--- config.mk ---
export PLATFORM = sky130hd
export DESIGN_NAME = block_weak_checksum
export DESIGN_NICKNAME = d
export VERILOG_FILES = /design/src/sv/bwc_pkg.sv /design/src/sv/bwc_front.sv /design/src/sv/bwc_queue.sv /design/src/sv/bwc_back.sv /design/src/sv/block_weak_checksum.sv
export SDC_FILE = /design/constraint.sdc
export NUM_CORES = 1
export LEC_CHECK = 0
export ABC_AREA = 1
export BUFFER_PORTS_ARGS = -buffer_cell sky130_fd_sc_hd__buf_2
export CAP_MARGIN = 20
export CORE_MARGIN = 1
export CORE_UTILIZATION = 54
export DETAILED_ROUTE_END_ITERATION = 7
export PLACE_DENSITY = 0.82
export RECOVER_POWER = 50
export SLEW_MARGIN = 20
export SYNTH_ARGS = -nofsm -noshare
export SYNTH_HDL_FRONTEND = slang
export SYNTH_SLANG_ARGS = --single-unit
--- constraint.sdc ---
create_clock -name clk -period 3.5 [get_ports clk]
set_input_delay 0.35 -clock clk [delete_from_list [all_inputs] [get_ports clk]]
set_output_delay 0.35 -clock clk [all_outputs]
set_load 0.03 [all_outputs]
--- src/sv/bwc_pkg.sv ---
// Package with shared types and constants for the weak block checksum.
`timescale 1ns / 1ps
package bwc_pkg;

  localparam int MODULUS_DEFAULT = 65536;
  localparam logic [15:0] BLOCK_LENGTH_RESET = 16'd1024;
  localparam logic [15:0] COUNT_CEILING = 16'hFFFF;
  localparam int QUEUE_DEPTH = 2;
  localparam int QUEUE_PTR_W = 1;
  localparam int QUEUE_CNT_W = 2;

  typedef struct packed {
    logic signed [7:0] data_byte;
    logic              end_of_stream;
  } in_word_t;

  typedef struct packed {
    logic [31:0] checksum;
    logic [15:0] block_bytes;
  } out_word_t;

  typedef struct packed {
    logic valid;
    logic full;
  } queue_status_t;

endpackage

--- src/sv/bwc_front.sv ---
// Front stage: accepts input words and turns each byte into its residue.
`timescale 1ns / 1ps
module bwc_front
  import bwc_pkg::*;
#(
  parameter int MODULUS = MODULUS_DEFAULT,
  parameter int SUM_W   = $clog2(MODULUS)
) (
  input  logic             clk,
  input  logic             rst,
  input  logic             in_valid,
  output logic             in_ready,
  input  in_word_t         in_word,
  input  queue_status_t    q_status,
  output logic             q_push,
  output logic [SUM_W:0]   q_item
);

  logic [SUM_W-1:0] res_table [256];
  logic             f_valid;
  logic [SUM_W-1:0] f_residue;
  logic             f_last;
  logic             accept;
  logic [7:0]       byte_index;

  for (genvar i = 0; i < 256; i++) begin : g_res
    localparam int SIGNED_VAL = (i >= 128) ? (i - 256) : i;
    localparam int RES = ((SIGNED_VAL % MODULUS) + MODULUS) % MODULUS;
    assign res_table[i] = SUM_W'(RES);
  end

  assign byte_index = $unsigned(in_word.data_byte);
  assign in_ready   = !f_valid || !q_status.full;
  assign accept     = in_valid && in_ready;
  assign q_push     = f_valid && !q_status.full;
  assign q_item     = {f_last, f_residue};

  always_ff @(posedge clk) begin
    if (rst) begin
      f_valid <= 1'b0;
    end else if (accept) begin
      f_valid <= 1'b1;
    end else if (q_push) begin
      f_valid <= 1'b0;
    end
  end

  always_ff @(posedge clk) begin
    if (accept) begin
      f_residue <= res_table[byte_index];
      f_last    <= in_word.end_of_stream;
    end
  end

endmodule

--- src/sv/bwc_queue.sv ---
// Two-entry queue between the front and back stages.
`timescale 1ns / 1ps
module bwc_queue
  import bwc_pkg::*;
#(
  parameter int WIDTH = 17
) (
  input  logic             clk,
  input  logic             rst,
  input  logic             push,
  input  logic [WIDTH-1:0] push_data,
  input  logic             pop,
  output logic [WIDTH-1:0] pop_data,
  output queue_status_t    status
);

  logic [WIDTH-1:0]       entries [QUEUE_DEPTH];
  logic [QUEUE_PTR_W-1:0] wr_ptr;
  logic [QUEUE_PTR_W-1:0] rd_ptr;
  logic [QUEUE_CNT_W-1:0] count;

  assign status.valid = (count != '0);
  assign status.full  = (count == QUEUE_CNT_W'(QUEUE_DEPTH));
  assign pop_data     = entries[rd_ptr];

  always_ff @(posedge clk) begin
    if (rst) begin
      wr_ptr <= '0;
      rd_ptr <= '0;
      count  <= '0;
    end else begin
      if (push) begin
        wr_ptr <= wr_ptr + 1'b1;
      end
      if (pop) begin
        rd_ptr <= rd_ptr + 1'b1;
      end
      if (push && !pop) begin
        count <= count + 1'b1;
      end else if (pop && !push) begin
        count <= count - 1'b1;
      end
    end
  end

  always_ff @(posedge clk) begin
    if (push) begin
      entries[wr_ptr] <= push_data;
    end
  end

endmodule

--- src/sv/bwc_back.sv ---
// Back stage: accumulates the two sums per block and forms the checksum word.
`timescale 1ns / 1ps
module bwc_back
  import bwc_pkg::*;
#(
  parameter int MODULUS = MODULUS_DEFAULT,
  parameter int SUM_W   = $clog2(MODULUS)
) (
  input  logic           clk,
  input  logic           rst,
  input  logic [15:0]    block_length,
  input  queue_status_t  q_status,
  input  logic [SUM_W:0] q_item,
  output logic           q_pop,
  output logic           out_valid,
  input  logic           out_ready,
  output out_word_t      out_word
);

  localparam logic [SUM_W:0] MOD_X  = (SUM_W + 1)'(MODULUS);
  localparam logic [31:0]    MOD_32 = 32'(MODULUS);

  logic [SUM_W-1:0] sum_a;
  logic [SUM_W-1:0] sum_b;
  logic [15:0]      bytes_in_block;
  logic             mid_valid;
  logic [SUM_W-1:0] mid_a;
  logic [SUM_W-1:0] mid_b;
  logic [15:0]      mid_count;

  logic [SUM_W-1:0] residue;
  logic             last;
  logic [SUM_W:0]   a_sum;
  logic [SUM_W-1:0] a_next;
  logic [SUM_W:0]   b_sum;
  logic [SUM_W-1:0] b_next;
  logic [15:0]      count_next;
  logic [15:0]      limit;
  logic             close;
  logic             out_load;
  logic             mid_move;
  logic             mid_free;

  assign residue = q_item[SUM_W-1:0];
  assign last    = q_item[SUM_W];

  always_comb begin
    a_sum  = {1'b0, sum_a} + {1'b0, residue};
    a_next = (a_sum >= MOD_X) ? SUM_W'(a_sum - MOD_X) : a_sum[SUM_W-1:0];
    b_sum  = {1'b0, sum_b} + {1'b0, a_next};
    b_next = (b_sum >= MOD_X) ? SUM_W'(b_sum - MOD_X) : b_sum[SUM_W-1:0];
    count_next = bytes_in_block + 16'd1;
    limit  = (block_length == 16'd0) ? 16'd1 : block_length;
    close  = last || (count_next >= limit) || (count_next == COUNT_CEILING);
  end

  assign out_load = !out_valid || out_ready;
  assign mid_move = mid_valid && out_load;
  assign mid_free = !mid_valid || mid_move;
  assign q_pop    = q_status.valid && mid_free;

  always_ff @(posedge clk) begin
    if (rst) begin
      sum_a          <= '0;
      sum_b          <= '0;
      bytes_in_block <= '0;
      mid_valid      <= 1'b0;
      out_valid      <= 1'b0;
    end else begin
      if (q_pop) begin
        if (close) begin
          sum_a          <= '0;
          sum_b          <= '0;
          bytes_in_block <= '0;
        end else begin
          sum_a          <= a_next;
          sum_b          <= b_next;
          bytes_in_block <= count_next;
        end
      end
      if (q_pop && close) begin
        mid_valid <= 1'b1;
      end else if (mid_move) begin
        mid_valid <= 1'b0;
      end
      if (mid_move) begin
        out_valid <= 1'b1;
      end else if (out_ready) begin
        out_valid <= 1'b0;
      end
    end
  end

  always_ff @(posedge clk) begin
    if (q_pop && close) begin
      mid_a     <= a_next;
      mid_b     <= b_next;
      mid_count <= count_next;
    end
    if (mid_move) begin
      out_word.checksum    <= 32'(mid_a) + 32'(mid_b) * MOD_32;
      out_word.block_bytes <= mid_count;
    end
  end

endmodule

--- src/sv/block_weak_checksum.sv ---
// Top level of the weak block checksum engine.
//
// A signed byte stream enters on in_valid/in_ready, one word per cycle at
// most; each word carries a byte and an end-of-stream flag. The stream is
// cut into blocks of block_length bytes, and the last block may be shorter
// when a word carries the end-of-stream flag. A length of zero acts as one.
// For every closed block one output word appears on out_valid/out_ready
// with the checksum and the byte count of the block.
// The block length register is written on cfg_valid/cfg_ready, which is
// always ready, and should only change while no block is open.
// The engine takes one byte per cycle when the receiver keeps up. A word
// that closes a block passes the input register, one slot of the
// two-entry queue and the accumulator stage, and the output register then
// forms the checksum and raises out_valid.
// When the receiver stalls, the accumulator stage holds the next closed
// block, then the queue and the input register fill and in_ready falls.
// Reset clears the sums, the byte count and all valid flags, and sets the
// block length to 1024.
`timescale 1ns / 1ps
module block_weak_checksum
  import bwc_pkg::*;
#(
  parameter int MODULUS = MODULUS_DEFAULT
) (
  input  logic        clk,
  input  logic        rst,
  input  logic        in_valid,
  output logic        in_ready,
  input  in_word_t    in_word,
  output logic        out_valid,
  input  logic        out_ready,
  output out_word_t   out_word,
  input  logic        cfg_valid,
  output logic        cfg_ready,
  input  logic [15:0] cfg_data
);

  localparam int SUM_W = $clog2(MODULUS);

  logic [15:0]    block_length;
  logic [15:0]    limit;
  queue_status_t  q_status;
  logic           q_push;
  logic           q_pop;
  logic [SUM_W:0] q_push_item;
  logic [SUM_W:0] q_pop_item;

  assign cfg_ready = 1'b1;
  assign limit     = (block_length == 16'd0) ? 16'd1 : block_length;

  always_ff @(posedge clk) begin
    if (rst) begin
      block_length <= BLOCK_LENGTH_RESET;
    end else if (cfg_valid && cfg_ready) begin
      block_length <= cfg_data;
    end
  end

  bwc_front #(
    .MODULUS(MODULUS),
    .SUM_W  (SUM_W)
  ) u_front (
    .clk     (clk),
    .rst     (rst),
    .in_valid(in_valid),
    .in_ready(in_ready),
    .in_word (in_word),
    .q_status(q_status),
    .q_push  (q_push),
    .q_item  (q_push_item)
  );

  bwc_queue #(
    .WIDTH(SUM_W + 1)
  ) u_queue (
    .clk      (clk),
    .rst      (rst),
    .push     (q_push),
    .push_data(q_push_item),
    .pop      (q_pop),
    .pop_data (q_pop_item),
    .status   (q_status)
  );

  bwc_back #(
    .MODULUS(MODULUS),
    .SUM_W  (SUM_W)
  ) u_back (
    .clk         (clk),
    .rst         (rst),
    .block_length(block_length),
    .q_status    (q_status),
    .q_item      (q_pop_item),
    .q_pop       (q_pop),
    .out_valid   (out_valid),
    .out_ready   (out_ready),
    .out_word    (out_word)
  );

  a_bytes_nonzero: assert property (@(posedge clk) disable iff (rst)
    out_valid |-> out_word.block_bytes != 16'd0)
    else $error("Output word covers no bytes.");

  a_bytes_in_limit: assert property (@(posedge clk) disable iff (rst)
    out_valid |-> out_word.block_bytes <= limit)
    else $error("Output word covers more bytes than the block length.");

  a_reset_quiet: assert property (@(posedge clk)
    rst |=> !out_valid)
    else $error("Output valid after reset.");

  a_pop_has_data: assert property (@(posedge clk) disable iff (rst)
    q_pop |-> q_status.valid)
    else $error("Queue popped while empty.");

endmodule
==> out/results.txt <==
Crit Path Class -> flop to flop
Core Region -> 15800 um2
DR DRC count -> 0
fraction of registers with async set/reset -> 0%
Hold Crit Depth -> 1
Slew Limit Fails -> 19
total of max-cap violations -> 1
Skew-Pair Late Insertion Delay -> 0.45 ns
Tot Pwr -> 0.0105 W
antenna cells -> 0
final setup vio count -> 0
switching pwr -> 0.00414 W
WP data arrival -> 3.70 ns
PD cells -> 988 nW/um2
Initial Utilization -> 55.2%
syn_nets -> 959
Crit. End Element -> flop
initial antenna violation count -> 0
cts bufs inserted -> 17
nets@finish -> 1088
FILL cells -> 1189
number of I/O pins -> 81
Final GP Congestion -> 0.929
height of the die -> 129 um
Synth area leader -> edfxtp_1
status -> finished, violations left
reg-to-reg slack, setup -> 0.10 ns
Yosys warning total -> 0
CP required -> 3.80 ns
minimum clock period -> 3.40 ns
clock sink count -> 195
Via Count -> 6512
vias in the first global route -> 5926
synth cell count leaders -> nand2_1 (222), edfxtp_1 (123), a21oi_1 (107)
largest net degree at the start of global routing -> 52
sw frac -> 39.6%
detailed-route wire length -> 18.5 mm
failing checks -> capacitance limit, slew limit
number of synthesized flops with an enable pin -> 123
dpl cells -> 1195
register area share after synthesis -> 58.7%
port bufs -> 79
Worst Path Max Fanout -> 6
Reg clk slew, reported paths -> 0.08 ns
combinational share of power -> 47.7%
Post-synth top flop -> edfxtp_1
setup TNS -> 0 ns
maximum vdd drop -> 0.550 mV
P&R area growth vs syn -> 21.0%
grt ovf -> 0
WHS -> 0.0748 ns
power share of the clock group -> 17.8%
row cnt -> 46
dpl hpwl -> 12.5 mm
Mapped Avg Cell Area -> 9.97 um2
crit start category -> flop
Pre-Repair DR Iteration Count -> 5
root buf cell -> clkbuf_16
Seq pwr share -> 34.4%
Tightest Hold Check Type -> primary input to flop
P_leak -> 4.23 nW
#FFs+latches synth -> 195
Internal Pwr Total -> 0.00631 W
Worst Reg-to-Reg Cells -> 20
Setup Skew -> 0.0124 ns
layout cells sized above 1 -> 18.9%
1st-iter DRT viols -> 456
fmax -> 294 MHz
Area contributors post-synth -> edfxtp_1 (42%), dfxtp_1 (16%), nand2_1 (9.5%)
Non-Filler Instances -> 1235
final-report hold violation count -> 0
Die W -> 129 um
Die ar. -> 16700 um2
WL/cell -> 15.0 um
Max H-tree Level -> 4
vias per cell -> 5.27
actual slew at the worst max-slew pin -> 2.04 ns
Yosys top cell area share -> 42.2%
gr usage total -> 22.6%
Slew HR -> -35.8%
Clock Tree Buf Depth -> 2
synth unique cells -> 36
CTS tree -> done
Post-DRT Antenna Nets -> 0
Post-DP Area -> 9690 um2
Post-Syn Area -> 8740 um2
top-count cell post-synth -> nand2_1
fin crit share -> 97.1%
first-pass GRT wire length -> 28.5 mm
post-route cell area -> 10600 um2
Post-Syn Instances -> 877
sequential cells by signal (all words and copies together), names as in the netlist, named ones only:
signal	flops
u_queue.entries	18
u_back.mid_count	16
u_back.sum_b	16
u_front.f_residue	8
u_front.f_valid	1
u_queue.rd_ptr	1
u_back.mid_valid	1
u_queue.count	2
u_back.out_valid	1
u_back.out_word	48
u_front.f_last	1
u_back.sum_a	16
u_back.mid_a	16
u_back.mid_b	16
block_length	16
u_queue.wr_ptr	1
u_back.bytes_in_block	16
power by group through the flow:
stage | Clock [W] | Combinational (W) | Sequential [W]
CTS | 0.00189 | 0.00436 | 0.00358
global route | 0.00197 | 0.00543 | 0.00366
detailed placement | 0 | 0.00431 | 0.00362
global placement | 0 | 0.00426 | 0.00360
finish | 0.00186 | 0.00499 | 0.00360
floorplan | 0 | 0.00244 | 0.00376
stage by stage:
step	utilization (%)	setup slack (ns)
3_3_place_gp	61.2	-0.0584
4_1_cts	64.8	0.000161
5_1_grt	66.9	-0.139
2_1_floorplan	-	0.0917
6_report	66.9	0.103
3_5_place_dp	61.2	-0.0889
final cells by class:
cell class	instances	area, um2	share of cell area (%)
Inverter	78	293	2.77
Multi-Input combinational cell	581	3540	33.4
Timing Repair Buffer	133	774	7.32
Clock buffer	19	453	4.28
Clock inverter	13	114	1.08
Sequential cell	195	5140	48.6
Tap cell	216	270	2.55
repair_timing:
action | 4_1_cts | 5_1_grt
cloned | 0 | 0
resized for setup | 2 | 68
hold buffers | 0 | 0
endpoints found under the hold margin | 0 | 0
setup endpoints to repair | 12 | 17
pin swaps | 0 | 15
buffers inserted | 0 | 8
layer usage:
layer	GRT usage, %	vias up	part of all wire, %	wire length, um
met1	29.8	3063	46	8480
met2	36.1	171	47	8640
li1	-	3246	-	-
met5	0	-	0	0
met4	9.41	0	2.4	442
met3	4.95	32	5.0	921
critical path, cell delays in order (launching register included):
cell	delay [ns]
dfxtp_4	0.38
buf_4	0.13
mux2_2	0.35
ha_4	0.32
nand2_1	0.10
nor2_1	0.15
nand2_2	0.07
nand2_2	0.13
a31oi_4	0.11
xnor2_2	0.22
ha_1	0.31
nand2_1	0.09
nand2_2	0.07
a21oi_2	0.17
nor2_1	0.07
a211oi_2	0.23
nand2_1	0.08
nand2_1	0.06
nand2_1	0.07
nand2_1	0.09
a21oi_2	0.05
logic make-up after synthesis:
kind of cell / after synthesis / synth area share (%)
and+or+nand+nor: 340 / 16.3
DFF: 195 / 58.7
AOI/OAI and AO/OA: 156 / 9.23
buffers and inverters: 101 / 4.68
adders and majority gates: 52 / 7.61
xor gates and xnor gates: 25 / 2.50
muxes: 7 / 0.902
other: 1 / 0.0429
cell usage in the layout, fill, tap and decap left out, drive strengths merged:
master	n
xnor2	5
o21bai	3
clkinvlp	1
dfxtp	72
xor2	20
nand4	9
mux2	7
a21oi	107
a41o	1
buf	89
clkinv	5
nand3	39
a211oi	2
and3	1
nand2	225
o21ai	39
o21a	1
nor3	9
a31oi	1
nor2	44
or2	1
clkbuf	63
conb	1
edfxtp	123
a21o	2
and2	3
fa	2
inv	85
nor4	6
nand3b	3
ha	50
worst paths after layout:
path                        start               endpoint
setup / recovery             flop       u_back.sum_b[14]
hold / removal         in_word[8]  u_front.f_residue[14]
setup reg to reg             flop       u_back.sum_b[14]
hold reg to reg   u_back.mid_b[3]    u_back.out_word[35]
(Power assumes the default switching activity.)
